<file path="src/rtl/lru_file_slot_cache_with_header_check_assert.svh">
// ----------------------------------------------------------------------------
// Assertion macros
// Shared assertion wrappers for the file slot cache; empty in synthesis.
// ----------------------------------------------------------------------------
`ifndef LRU_FILE_SLOT_CACHE_WITH_HEADER_CHECK_ASSERT_SVH
`define LRU_FILE_SLOT_CACHE_WITH_HEADER_CHECK_ASSERT_SVH

`ifndef SYNTHESIS
`define LFSC_ASSERT_IMP(lbl, ck, rn, ante, cons, msg) \
	lbl: assert property (@(posedge ck) disable iff (!rn) (ante) |-> (cons)) else $error(msg);
`define LFSC_ASSERT_NEXT(lbl, ck, rn, ante, cons, msg) \
	lbl: assert property (@(posedge ck) disable iff (!rn) (ante) |=> (cons)) else $error(msg);
`else
`define LFSC_ASSERT_IMP(lbl, ck, rn, ante, cons, msg)
`define LFSC_ASSERT_NEXT(lbl, ck, rn, ante, cons, msg)
`endif

`endif

</file>
<file path="src/rtl/lfsc_pkg.sv">
// ----------------------------------------------------------------------------
// lfsc_pkg
// Types, register codes, status codes and reset values of the file slot cache.
// ----------------------------------------------------------------------------
package lfsc_pkg;

	localparam int SLOTS_DEF = 8;
	localparam logic [31:0] HDR_BYTES = 32'd8;

	localparam int IN_W  = 152;
	localparam int OUT_W = 64;

	localparam logic [31:0] MAGIC_MAIN_RST  = 32'h24E9_2764;
	localparam logic [31:0] MAGIC_TEST_RST  = 32'hFA1A_F9BF;
	localparam logic [31:0] MAGIC_LOCAL_RST = 32'hAAE8_3F5F;
	localparam logic [31:0] MAX_BLOCK_RST   = 32'd2000000;

	localparam logic [1:0] REG_MAGIC_MAIN  = 2'd0;
	localparam logic [1:0] REG_MAGIC_TEST  = 2'd1;
	localparam logic [1:0] REG_MAGIC_LOCAL = 2'd2;
	localparam logic [1:0] REG_MAX_BLOCK   = 2'd3;

	localparam logic [2:0] ST_OK        = 3'd0;
	localparam logic [2:0] ST_BAD_REQ   = 3'd1;
	localparam logic [2:0] ST_UNAVAIL   = 3'd2;
	localparam logic [2:0] ST_BEYOND    = 3'd3;
	localparam logic [2:0] ST_BAD_MAGIC = 3'd4;
	localparam logic [2:0] ST_BAD_SIZE  = 3'd5;
	localparam logic [2:0] ST_OVERRUN   = 3'd6;

	typedef struct packed {
		logic [31:0] magic_main;
		logic [31:0] magic_test;
		logic [31:0] magic_local;
		logic [31:0] max_block_size;
	} cfg_t;

	typedef struct packed {
		logic signed [17:0] file_number;
		logic [31:0]        data_pos;
		logic [31:0]        file_bytes;
		logic [31:0]        header_magic;
		logic [31:0]        header_size;
	} req_t;

	typedef struct packed {
		logic [2:0]  status;
		logic        hit;
		logic [2:0]  slot_index;
		logic        evicted_valid;
		logic [16:0] evicted_file;
		logic [31:0] payload_length;
	} res_t;

	typedef struct packed {
		logic [16:0] file;
		logic [31:0] size;
		logic [31:0] stamp;
	} entry_t;

	typedef struct packed {
		logic en;
		logic set_valid;
		logic clr_valid;
	} wr_ctl_t;

	typedef struct packed {
		logic lt;
		logic eq;
	} cmp_t;

endpackage

</file>
<file path="src/rtl/lfsc_cmp.sv">
// ----------------------------------------------------------------------------
// lfsc_cmp
// Shared 33-bit magnitude and equality comparator.
// ----------------------------------------------------------------------------
module lfsc_cmp (
	input  logic [32:0]     a,
	input  logic [32:0]     b,
	output lfsc_pkg::cmp_t  res
);

	always_comb begin
		res.lt = (a < b);
		res.eq = (a == b);
	end

endmodule

</file>
<file path="src/rtl/lfsc_store.sv">
// ----------------------------------------------------------------------------
// lfsc_store
// Slot table: file, size and stamp memory with registered read, and the
// valid bits of all slots.
// ----------------------------------------------------------------------------
module lfsc_store #(
	parameter int SLOTS = lfsc_pkg::SLOTS_DEF,
	parameter int SLOT_W = $clog2(SLOTS)
) (
	input  logic                    clk,
	input  logic                    arst_n,
	input  logic [SLOT_W-1:0]       rd_addr,
	output lfsc_pkg::entry_t        rd_data,
	input  logic [SLOT_W-1:0]       wr_addr,
	input  lfsc_pkg::wr_ctl_t       wr_ctl,
	input  lfsc_pkg::entry_t        wr_entry,
	output logic [SLOTS-1:0]        valid
);

	lfsc_pkg::entry_t mem [SLOTS];
	lfsc_pkg::entry_t rd_q;
	logic [SLOTS-1:0] valid_q;

	always_ff @(posedge clk) begin
		if (wr_ctl.en) begin
			mem[wr_addr] <= wr_entry;
		end
		rd_q <= mem[rd_addr];
	end

	always_ff @(posedge clk or negedge arst_n) begin
		if (!arst_n) begin
			valid_q <= '0;
		end else if (wr_ctl.set_valid) begin
			valid_q[wr_addr] <= 1'b1;
		end else if (wr_ctl.clr_valid) begin
			valid_q[wr_addr] <= 1'b0;
		end
	end

	assign rd_data = rd_q;
	assign valid   = valid_q;

endmodule

</file>
<file path="src/rtl/lfsc_seq.sv">
// ----------------------------------------------------------------------------
// lfsc_seq
// Request sequencer: slot scan for hit, empty slot and oldest stamp, slot
// update, then the header checks, with stamps and headers on one comparator.
// ----------------------------------------------------------------------------
`include "lru_file_slot_cache_with_header_check_assert.svh"

module lfsc_seq #(
	parameter int SLOTS = lfsc_pkg::SLOTS_DEF,
	parameter int SLOT_W = $clog2(SLOTS)
) (
	input  logic                    clk,
	input  logic                    arst_n,
	input  logic                    in_valid,
	output logic                    in_ready,
	input  lfsc_pkg::req_t          req,
	input  lfsc_pkg::cfg_t          cfg,
	input  logic                    out_free,
	output logic                    res_load,
	output lfsc_pkg::res_t          res,
	output logic [SLOT_W-1:0]       rd_addr,
	input  lfsc_pkg::entry_t        rd_data,
	input  logic [SLOTS-1:0]        valid,
	output logic [SLOT_W-1:0]       wr_addr,
	output lfsc_pkg::wr_ctl_t       wr_ctl,
	output lfsc_pkg::entry_t        wr_entry
);

	localparam logic [3:0] S_IDLE   = 4'd0;
	localparam logic [3:0] S_SCAN   = 4'd1;
	localparam logic [3:0] S_DECIDE = 4'd2;
	localparam logic [3:0] S_POS    = 4'd3;
	localparam logic [3:0] S_M0     = 4'd4;
	localparam logic [3:0] S_M1     = 4'd5;
	localparam logic [3:0] S_M2     = 4'd6;
	localparam logic [3:0] S_BZ     = 4'd7;
	localparam logic [3:0] S_BMAX   = 4'd8;
	localparam logic [3:0] S_OVR    = 4'd9;
	localparam logic [3:0] S_REPLY  = 4'd10;

	localparam logic [SLOT_W:0]   SCAN_END = (SLOT_W + 1)'(SLOTS);
	localparam logic [SLOT_W-1:0] SLOT_LAST = SLOT_W'(SLOTS - 1);

	logic [3:0]        state_q;
	logic [31:0]       clock_q;
	logic [SLOT_W:0]   rd_idx_q;
	logic              cmp_vld_s1;
	logic [SLOT_W-1:0] cmp_idx_s1;
	logic              hit_q;
	logic              any_empty_q;
	logic [2:0]        status_q;
	logic              ev_valid_q;

	logic [16:0]       file_q;
	logic [31:0]       pos_q;
	logic [31:0]       fsize_q;
	logic [31:0]       magic_q;
	logic [31:0]       bsize_q;
	logic [32:0]       sum_q;
	logic [SLOT_W-1:0] hit_idx_q;
	logic [31:0]       hit_size_q;
	logic [SLOT_W-1:0] empty_idx_q;
	logic [SLOT_W-1:0] min_idx_q;
	logic [31:0]       min_stamp_q;
	logic [16:0]       min_file_q;
	logic [31:0]       held_q;
	logic [SLOT_W-1:0] slot_q;
	logic [16:0]       ev_file_q;

	logic [32:0]       op_a;
	logic [32:0]       op_b;
	lfsc_pkg::cmp_t    cmp;
	logic              in_fire;
	logic              bad_req;
	logic [31:0]       clock_nx;
	logic [SLOT_W-1:0] victim;
	logic              scan_last;
	logic              slot_vld;
	logic [SLOT_W+2:0] slot_ext;

	lfsc_cmp u_cmp (
		.a   (op_a),
		.b   (op_b),
		.res (cmp)
	);

	always_comb begin
		op_a = '0;
		op_b = '0;
		case (state_q)
			S_IDLE: begin
				op_a = {1'b0, req.data_pos};
				op_b = {1'b0, lfsc_pkg::HDR_BYTES};
			end
			S_SCAN: begin
				op_a = {1'b0, rd_data.stamp};
				op_b = {1'b0, min_stamp_q};
			end
			S_POS: begin
				op_a = {1'b0, held_q};
				op_b = {1'b0, pos_q};
			end
			S_M0: begin
				op_a = {1'b0, magic_q};
				op_b = {1'b0, cfg.magic_main};
			end
			S_M1: begin
				op_a = {1'b0, magic_q};
				op_b = {1'b0, cfg.magic_test};
			end
			S_M2: begin
				op_a = {1'b0, magic_q};
				op_b = {1'b0, cfg.magic_local};
			end
			S_BZ: begin
				op_a = {1'b0, bsize_q};
				op_b = '0;
			end
			S_BMAX: begin
				op_a = {1'b0, cfg.max_block_size};
				op_b = {1'b0, bsize_q};
			end
			S_OVR: begin
				op_a = {1'b0, held_q};
				op_b = sum_q;
			end
			default: begin
				op_a = '0;
				op_b = '0;
			end
		endcase
	end

	assign in_ready  = (state_q == S_IDLE);
	assign in_fire   = in_valid && in_ready;
	assign bad_req   = req.file_number[17] || cmp.lt;
	assign clock_nx  = clock_q + 32'd1;
	assign victim    = any_empty_q ? empty_idx_q : min_idx_q;
	assign scan_last = cmp_vld_s1 && (cmp_idx_s1 == SLOT_LAST);
	assign slot_vld  = valid[cmp_idx_s1];
	assign rd_addr   = rd_idx_q[SLOT_W-1:0];
	assign res_load  = (state_q == S_REPLY) && out_free;

	always_comb begin
		wr_ctl   = '0;
		wr_addr  = hit_q ? hit_idx_q : victim;
		wr_entry.file  = file_q;
		wr_entry.size  = hit_q ? hit_size_q : fsize_q;
		wr_entry.stamp = clock_nx;
		if (state_q == S_DECIDE) begin
			if (hit_q) begin
				wr_ctl.en = 1'b1;
			end else if (fsize_q == 32'd0) begin
				wr_ctl.clr_valid = 1'b1;
			end else begin
				wr_ctl.en        = 1'b1;
				wr_ctl.set_valid = 1'b1;
			end
		end
	end

	always_ff @(posedge clk or negedge arst_n) begin
		if (!arst_n) begin
			state_q     <= S_IDLE;
			clock_q     <= '0;
			rd_idx_q    <= '0;
			cmp_vld_s1  <= 1'b0;
			hit_q       <= 1'b0;
			any_empty_q <= 1'b0;
			status_q    <= lfsc_pkg::ST_OK;
			ev_valid_q  <= 1'b0;
		end else begin
			case (state_q)
				S_IDLE: begin
					if (in_fire) begin
						rd_idx_q    <= '0;
						cmp_vld_s1  <= 1'b0;
						hit_q       <= 1'b0;
						any_empty_q <= 1'b0;
						ev_valid_q  <= 1'b0;
						if (bad_req) begin
							status_q <= lfsc_pkg::ST_BAD_REQ;
							state_q  <= S_REPLY;
						end else begin
							status_q <= lfsc_pkg::ST_OK;
							state_q  <= S_SCAN;
						end
					end
				end
				S_SCAN: begin
					if (rd_idx_q != SCAN_END) begin
						rd_idx_q <= rd_idx_q + (SLOT_W + 1)'(1);
					end
					cmp_vld_s1 <= (rd_idx_q != SCAN_END);
					if (cmp_vld_s1) begin
						if (slot_vld && (rd_data.file == file_q) && !hit_q) begin
							hit_q <= 1'b1;
						end
						if (!slot_vld) begin
							any_empty_q <= 1'b1;
						end
					end
					if (scan_last) begin
						state_q <= S_DECIDE;
					end
				end
				S_DECIDE: begin
					if (hit_q) begin
						clock_q <= clock_nx;
						state_q <= S_POS;
					end else begin
						ev_valid_q <= !any_empty_q;
						if (fsize_q == 32'd0) begin
							status_q <= lfsc_pkg::ST_UNAVAIL;
							state_q  <= S_REPLY;
						end else begin
							clock_q <= clock_nx;
							state_q <= S_POS;
						end
					end
				end
				S_POS: begin
					if (cmp.lt) begin
						status_q <= lfsc_pkg::ST_BEYOND;
						state_q  <= S_REPLY;
					end else begin
						state_q <= S_M0;
					end
				end
				S_M0: begin
					state_q <= cmp.eq ? S_BZ : S_M1;
				end
				S_M1: begin
					state_q <= cmp.eq ? S_BZ : S_M2;
				end
				S_M2: begin
					if (cmp.eq) begin
						state_q <= S_BZ;
					end else begin
						status_q <= lfsc_pkg::ST_BAD_MAGIC;
						state_q  <= S_REPLY;
					end
				end
				S_BZ: begin
					if (cmp.eq) begin
						status_q <= lfsc_pkg::ST_BAD_SIZE;
						state_q  <= S_REPLY;
					end else begin
						state_q <= S_BMAX;
					end
				end
				S_BMAX: begin
					if (cmp.lt) begin
						status_q <= lfsc_pkg::ST_BAD_SIZE;
						state_q  <= S_REPLY;
					end else begin
						state_q <= S_OVR;
					end
				end
				S_OVR: begin
					status_q <= cmp.lt ? lfsc_pkg::ST_OVERRUN : lfsc_pkg::ST_OK;
					state_q  <= S_REPLY;
				end
				S_REPLY: begin
					if (out_free) begin
						state_q <= S_IDLE;
					end
				end
				default: begin
					state_q <= S_IDLE;
				end
			endcase
		end
	end

	always_ff @(posedge clk) begin
		cmp_idx_s1 <= rd_idx_q[SLOT_W-1:0];
		if (in_fire) begin
			file_q    <= req.file_number[16:0];
			pos_q     <= req.data_pos;
			fsize_q   <= req.file_bytes;
			magic_q   <= req.header_magic;
			bsize_q   <= req.header_size;
			sum_q     <= {1'b0, req.data_pos} + {1'b0, req.header_size};
			slot_q    <= '0;
			ev_file_q <= '0;
		end
		if ((state_q == S_SCAN) && cmp_vld_s1) begin
			if (slot_vld && (rd_data.file == file_q) && !hit_q) begin
				hit_idx_q  <= cmp_idx_s1;
				hit_size_q <= rd_data.size;
			end
			if (!slot_vld && !any_empty_q) begin
				empty_idx_q <= cmp_idx_s1;
			end
			if ((cmp_idx_s1 == '0) || cmp.lt) begin
				min_idx_q   <= cmp_idx_s1;
				min_stamp_q <= rd_data.stamp;
				min_file_q  <= rd_data.file;
			end
		end
		if (state_q == S_DECIDE) begin
			if (hit_q) begin
				slot_q <= hit_idx_q;
				held_q <= hit_size_q;
			end else begin
				slot_q    <= victim;
				held_q    <= fsize_q;
				ev_file_q <= any_empty_q ? 17'd0 : min_file_q;
			end
		end
	end

	assign slot_ext = {3'b000, slot_q};

	always_comb begin
		res.status         = status_q;
		res.hit            = hit_q;
		res.slot_index     = slot_ext[2:0];
		res.evicted_valid  = ev_valid_q;
		res.evicted_file   = ev_file_q;
		res.payload_length = (status_q == lfsc_pkg::ST_OK) ? bsize_q : 32'd0;
	end

	`LFSC_ASSERT_NEXT(a_fire_starts_work, clk, arst_n, in_fire, (state_q == S_SCAN) || (state_q == S_REPLY), "accepted item did not start work")
	`LFSC_ASSERT_IMP(a_hit_slot_valid, clk, arst_n, (state_q == S_DECIDE) && hit_q, valid[hit_idx_q], "hit slot is not valid")
	`LFSC_ASSERT_IMP(a_hit_status, clk, arst_n, res_load && res.hit, (res.status != lfsc_pkg::ST_BAD_REQ) && (res.status != lfsc_pkg::ST_UNAVAIL), "hit with request or availability error")
	`LFSC_ASSERT_IMP(a_len_only_ok, clk, arst_n, res_load && (res.payload_length != 32'd0), res.status == lfsc_pkg::ST_OK, "payload length without success")

endmodule

</file>
<file path="src/rtl/lru_file_slot_cache_with_header_check.sv">
// ----------------------------------------------------------------------------
// lru_file_slot_cache_with_header_check
// File slot cache with least recently used replacement and block header check.
// ----------------------------------------------------------------------------
// Requests enter on the s_axis channel and one result item per request leaves
// on the m_axis channel. The cfg channel writes the three accepted magic words
// and the largest block size; it is always ready, and the user must write it
// only while idle, which the block itself does not enforce. The block takes
// one item at a time. A request with a negative file number or a payload
// position below eight goes from acceptance straight to the reply state. Any
// other request scans the slot table one slot per cycle through the slot
// memory's single read port and updates the chosen slot; a miss on an
// unavailable file replies straight away, otherwise up to seven header checks
// run through one shared comparator. The result is loaded into the output
// register as the sequencer leaves the reply state, and the next item is
// accepted in the cycle after that. The result sits in an output register, so
// a new item is taken while the receiver stalls; a further result waits in the
// sequencer until the output register is free. Reset empties every slot,
// zeroes the use counter and loads the configuration defaults.
// ----------------------------------------------------------------------------
module lru_file_slot_cache_with_header_check #(
	parameter int SLOTS = lfsc_pkg::SLOTS_DEF
) (
	input  logic                       clk,
	input  logic                       arst_n,
	input  logic                       s_axis_tvalid,
	output logic                       s_axis_tready,
	// file_number, data_pos, file_bytes, header_magic, header_size
	input  logic [lfsc_pkg::IN_W-1:0]  s_axis_tdata,
	output logic                       m_axis_tvalid,
	input  logic                       m_axis_tready,
	// status, hit, slot_index, evicted_valid, evicted_file, payload_length
	output logic [lfsc_pkg::OUT_W-1:0] m_axis_tdata,
	input  logic                       cfg_valid,
	output logic                       cfg_ready,
	input  logic [1:0]                 cfg_index,
	input  logic [31:0]                cfg_data
);

	localparam int SLOT_W = $clog2(SLOTS);

	lfsc_pkg::cfg_t    cfg_q;
	lfsc_pkg::req_t    req;
	lfsc_pkg::res_t    res;
	lfsc_pkg::res_t    out_q;
	logic              out_valid_q;
	logic              out_free;
	logic              res_load;
	logic [SLOT_W-1:0] rd_addr;
	lfsc_pkg::entry_t  rd_data;
	logic [SLOTS-1:0]  valid;
	logic [SLOT_W-1:0] wr_addr;
	lfsc_pkg::wr_ctl_t wr_ctl;
	lfsc_pkg::entry_t  wr_entry;

	assign req.file_number  = s_axis_tdata[17:0];
	assign req.data_pos     = s_axis_tdata[49:18];
	assign req.file_bytes   = s_axis_tdata[81:50];
	assign req.header_magic = s_axis_tdata[113:82];
	assign req.header_size  = s_axis_tdata[145:114];

	assign cfg_ready = 1'b1;

	always_ff @(posedge clk or negedge arst_n) begin
		if (!arst_n) begin
			cfg_q.magic_main     <= lfsc_pkg::MAGIC_MAIN_RST;
			cfg_q.magic_test     <= lfsc_pkg::MAGIC_TEST_RST;
			cfg_q.magic_local    <= lfsc_pkg::MAGIC_LOCAL_RST;
			cfg_q.max_block_size <= lfsc_pkg::MAX_BLOCK_RST;
		end else if (cfg_valid && cfg_ready) begin
			case (cfg_index)
				lfsc_pkg::REG_MAGIC_MAIN:  cfg_q.magic_main     <= cfg_data;
				lfsc_pkg::REG_MAGIC_TEST:  cfg_q.magic_test     <= cfg_data;
				lfsc_pkg::REG_MAGIC_LOCAL: cfg_q.magic_local    <= cfg_data;
				lfsc_pkg::REG_MAX_BLOCK:   cfg_q.max_block_size <= cfg_data;
				default: begin
					cfg_q <= cfg_q;
				end
			endcase
		end
	end

	lfsc_store #(
		.SLOTS  (SLOTS),
		.SLOT_W (SLOT_W)
	) u_store (
		.clk      (clk),
		.arst_n   (arst_n),
		.rd_addr  (rd_addr),
		.rd_data  (rd_data),
		.wr_addr  (wr_addr),
		.wr_ctl   (wr_ctl),
		.wr_entry (wr_entry),
		.valid    (valid)
	);

	lfsc_seq #(
		.SLOTS  (SLOTS),
		.SLOT_W (SLOT_W)
	) u_seq (
		.clk      (clk),
		.arst_n   (arst_n),
		.in_valid (s_axis_tvalid),
		.in_ready (s_axis_tready),
		.req      (req),
		.cfg      (cfg_q),
		.out_free (out_free),
		.res_load (res_load),
		.res      (res),
		.rd_addr  (rd_addr),
		.rd_data  (rd_data),
		.valid    (valid),
		.wr_addr  (wr_addr),
		.wr_ctl   (wr_ctl),
		.wr_entry (wr_entry)
	);

	assign out_free = !out_valid_q || m_axis_tready;

	always_ff @(posedge clk or negedge arst_n) begin
		if (!arst_n) begin
			out_valid_q <= 1'b0;
		end else if (res_load) begin
			out_valid_q <= 1'b1;
		end else if (m_axis_tready) begin
			out_valid_q <= 1'b0;
		end
	end

	always_ff @(posedge clk) begin
		if (res_load) begin
			out_q <= res;
		end
	end

	assign m_axis_tvalid = out_valid_q;
	assign m_axis_tdata  = {7'd0, out_q.payload_length, out_q.evicted_file,
		out_q.evicted_valid, out_q.slot_index, out_q.hit, out_q.status};

endmodule

</file>
<file path="config.mk">
export PLATFORM = sky130hd
export DESIGN_NAME = lru_file_slot_cache_with_header_check
export DESIGN_NICKNAME = d
export VERILOG_FILES = /design/src/rtl/lfsc_pkg.sv /design/src/rtl/lfsc_cmp.sv /design/src/rtl/lfsc_store.sv /design/src/rtl/lfsc_seq.sv /design/src/rtl/lru_file_slot_cache_with_header_check.sv
export VERILOG_INCLUDE_DIRS = /design/src /design/src/rtl
export SDC_FILE = /design/constraint.sdc
export NUM_CORES = 1
export LEC_CHECK = 0
export ABC_AREA = 1
export BUFFER_PORTS_ARGS = -buffer_cell sky130_fd_sc_hd__buf_2
export CAP_MARGIN = 20
export CORE_ASPECT_RATIO = 0.9
export CORE_MARGIN = 4
export CORE_UTILIZATION = 61
export CTS_CLUSTER_DIAMETER = 60
export DETAILED_ROUTE_END_ITERATION = 6
export PLACE_DENSITY_LB_ADDON = 0.15
export SYNTH_ARGS = -nofsm -noshare
export SYNTH_HDL_FRONTEND = slang
export SYNTH_SLANG_ARGS = --single-unit
</file>
<file path="constraint.sdc">
create_clock -name clk -period 12.5 [get_ports clk]
set_input_delay 0.625 -clock clk [delete_from_list [all_inputs] [get_ports clk]]
set_output_delay 0.625 -clock clk [all_outputs]
set_load 0.005 [all_outputs]
</file>
==> run_results.csv <==
group,metric,value,unit
synth,postSynthCellCount,4484,
power_and_ir_drop,p_per_area,237,nW/um2
detailed_routing,wirelength,137,mm
synth,synth_cell_type_count,58,
synth,synth_edf_count,1008,
sta,timing.final.crit_share,0.439,
synth,async_flop_share,0.142,
power_and_ir_drop,p_total,13.9,mW
clock_tree,htree_num_levels,3,
grt,grt.overflow.total,0,
grt,grt_pass1_vias,33811,
clock_tree,clk_latency,0.71,ns
synth,ys_ff_latch,1293,
clock_tree,cts_buffers,121,
floorplan,die_area,90500,um2
worst_hold_path,hp-class,"input pin to flip-flop",
sta,tightest_slew,1.13,ns
cells_and_area,fin_util,0.693,
worst_hold_path,holdPathEnd,"u_seq.magic_q[9]$_DFFE_PP_",
clock_tree,cts_tree,"done",
clock_tree,cts.clk_slew.worst_paths,0.06,ns
place,hpwl,82.5,mm
synth,ys_seq_area_frac,0.707,
grt,antenna_found_initial,2,
sta,slew_viol_final,0,
setup_path,path_class,"flip-flop to flip-flop",
job,maxCapViolCount,0,
floorplan,initial_core_util,0.618,
power_and_ir_drop,leakagePower,21.8,nW
sta,finalCriticalPeriod,5.49,ns
sta,layout_setup_ws,7.01,ns
floorplan,die_h,286,um
detailed_routing,met1Wirelength,55.9,mm
sta,hold_viol,0,
setup_path,cp-end-kind,"flip-flop",
grt,grt_max_degree,200,
detailed_routing,dr.max_layer_used,"met4",
setup_path,reg2reg_depth,18,
detailed_routing,post-route-drc-count,0,
detailed_routing,num_vias,35587,
synth,syn_avg_cell_area,11.7,um2
detailed_routing,drt_iter0_drc,4201,
sta,timing.hold.ws,0.0843,ns
detailed_routing,routedWlPerCell,23.2,um
synth,yosysWarnings,0,
worst_hold_path,min_from,"s_axis_tdata[91]",
detailed_routing,antenna_left,0,
synth,synth_area,52300,um2
sta,finClkSkew,0.0218,ns
detailed_routing,met3_wirelength,13.9,mm
sta,clock.fmax,182,MHz
sta,setup_tns,0,ns
detailed_routing,met2_wirelength,61.9,mm
sta,relSlewSlack,0.236,
clock_tree,cts-root-buf,"clkbuf_16",
place,pre_cts_ws,7.14,ns
clock_tree,clock_path_buffers,3,
floorplan,ios,258,
sta,setup_viol,0,
setup_path,r2r-end,"u_seq.min_stamp_q[9]$_DFFE_PP_",
setup_path,worst-r2r-setup-slack,7.01,ns
detailed_routing,viasPerCell,6.00,
grt,grt_pass1_wl,204,mm
setup_path,arrival,5.82,ns
sta,rsz0062_at_grt,"no",
worst_hold_path,worstHoldPathCells,1,
power_and_ir_drop,vdd_drop_max,0.213,mV
synth,ys.flop_type,"edfxtp_1",
floorplan,rows,101,
setup_path,regToRegStartpoint,"u_seq.state_q[0]$_DFFE_PN0P_",
detailed_routing,dr.pass1.iters,6,
cells_and_area,nets,4951,
place,portBuffers,243,
grt,track_usage,0.300,
cells_and_area,syn2layout_area_growth,12.2,%
clock_tree,clock-sinks,1293,
floorplan,die_x,317,um
setup_path,startpoint_type,"flip-flop",
floorplan,core_area,84700,um2
setup_path,cp_data_required_time,12.83,ns
setup_path,crit_path_max_fanout,44,
cells_and_area,drive_gt1_frac,0.129,
place,gp_congestion,0.933,
outcome,status,"finished, final reports clean",
==> power by group <==
| group | total [mW] | leakage [nW] | internal [mW] | switching, mW |
|---|---|---|---|---|
| Combinational | 3.72 | 7.55 | 1.03 | 2.69 |
| Clock | 3.72 | 2.01 | 2.13 | 1.58 |
| Sequential | 6.46 | 12.3 | 5.91 | 0.548 |
| Total | 13.9 | 21.8 | 9.08 | 4.82 |
==> state kept, by name, indices dropped and copies added, names as in the netlist, 4 cells and up, named ones only <==
signal	flops
u_seq.magic_q	32
u_seq.state_q	4
u_seq.fsize_q	32
u_store.mem	648
u_seq.hit_size_q	32
u_seq.bsize_q	32
u_seq.rd_idx_q	4
cfg_q	128
u_store.rd_data	81
u_seq.clock_q	32
u_seq.min_stamp_q	32
u_seq.ev_file_q	17
u_seq.sum_q	33
u_seq.pos_q	32
u_seq.min_file_q	17
m_axis_tdata	57
u_seq.file_q	17
u_seq.held_q	32
==> worst max path at each step <==
| stage | start | endpoint | slack, ns | cells after the start |
|---|---|---|---|---|
| final | u_seq.state_q[0]$_DFFE_PN0P_ | u_seq.min_stamp_q[9]$_DFFE_PP_ | 7.01 | 18 |
| after global routing | u_seq.state_q[0]$_DFFE_PN0P_ | u_seq.min_stamp_q[10]$_DFFE_PP_ | 6.70 | 18 |
| after CTS | u_seq.state_q[0]$_DFFE_PN0P_ | u_seq.min_stamp_q[9]$_DFFE_PP_ | 7.04 | 18 |
| after floorplan | u_seq.state_q[2]$_DFFE_PN0P_ | u_store.mem[5][0]$_DFFE_PP_ | 2.57 | 7 |
| after detailed placement | u_seq.state_q[0]$_DFFE_PN0P_ | u_seq.min_stamp_q[8]$_DFFE_PP_ | 7.14 | 19 |
| after global placement | u_seq.state_q[0]$_DFFE_PN0P_ | u_seq.min_stamp_q[5]$_DFFE_PP_ | 7.14 | 18 |
==> cell usage in the layout, fill, tap and decap left out, types with 67 or more instances in the layout <==
cell / Yosys / final
edfxtp_1: 1008 / 1008
nor2_1: 739 / 732
nand2_1: 655 / 654
o21ai_0: 602 / 602
buf_2: 45 / 245
inv_1: 238 / 235
clkbuf_16: 0 / 124
dfrtp_1: 121 / 118
dfxtp_1: 101 / 101
nand3_1: 93 / 89
a31oi_1: 85 / 85
o22ai_1: 83 / 83
a21oi_1: 74 / 73
ha_1: 67 / 67
==> Yosys cell counts, types with 9 or more instances <==
master / number / area (um2)
nand4_1: 43 / 269
ha_1: 67 / 838
inv_1: 238 / 893
a31oi_1: 85 / 532
nor4_1: 17 / 106
a21o_1: 9 / 67.6
clkbuf_1: 155 / 582
a21oi_1: 74 / 370
dfrtp_1: 121 / 3030
inv_2: 11 / 41.3
nand2_1: 655 / 2460
buf_1: 12 / 45.0
a22o_1: 21 / 184
buf_2: 45 / 225
xor2_1: 54 / 473
a221oi_1: 42 / 368
nor3_1: 30 / 150
dfstp_2: 63 / 1660
edfxtp_1: 1008 / 30300
o2111ai_1: 9 / 78.8
a2111oi_0: 10 / 87.6
o22ai_1: 83 / 519
nand3_1: 93 / 465
nor2_1: 739 / 2770
buf_4: 11 / 82.6
o21ai_0: 602 / 3010
dfxtp_1: 101 / 2020
==> per-stage QoR <==
step / instances / area, um2
finish: 5934 / 58700
global route: 5933 / 58700
CTS: 5928 / 58600
detailed placement: 5696 / 54600
global placement: 5696 / 54600
floorplan: 4490 / 52300
==> logic make-up (layout without fill, tap and decap cells) <==
| family | Yosys count | count (layout) | synth area share |
|---|---|---|---|
| flops | 1293 | 1293 | 0.707 |
| xor+xnor | 62 | 62 | 0.0104 |
| fa+ha+maj | 68 | 68 | 0.0164 |
| other cells | 2 | 9 | 0.000144 |
| compound gates | 975 | 975 | 0.106 |
| buf+inv | 472 | 782 | 0.0357 |
| simple gates | 1612 | 1612 | 0.125 |
==> metal layers <==
layer,GRT usage,vias to the layer above
met3,0.0587,283
met5,0,-
met4,0.113,0
li1,-,16241
met1,0.435,17265
met2,0.457,1798
==> cell type report <==
cell class                      count  area [um2]
Inverter                          249         947
Fill cell                        6039       26000
Clock inverter                     73         682
Multi-Input combinational cell   2725       13600
Clock buffer                      158        3380
Antenna cell                        1        2.50
Sequential cell                  1293       37000
Tap cell                         1133        1420
Timing Repair Buffer              302        1680
==> critical path: stages, from the launching register on <==
cell and delay, ns:
dfrtp_1 0.46, inv_2 0.12, nor2_1 0.16, nand2_1 0.14, nor2_4 0.63, buf_4 0.60, nand2_1 0.10, o2111ai_1 0.10
a211oi_1 0.11, ha_1 0.38, a21o_1 0.19, nor2_1 0.18, nand2_1 0.08, nand2_1 0.06, nand3_1 0.11, nand2_2 0.14
nand2_2 0.15, a21oi_4 0.68, buf_4 0.64
==> what timing repair did <==
action	in CTS	in global routing
hold buffers	1	0
resized for setup	0	0
buffers inserted	0	0
hold endpoints to repair	55	0
Power figures use the tool's default switching activity.
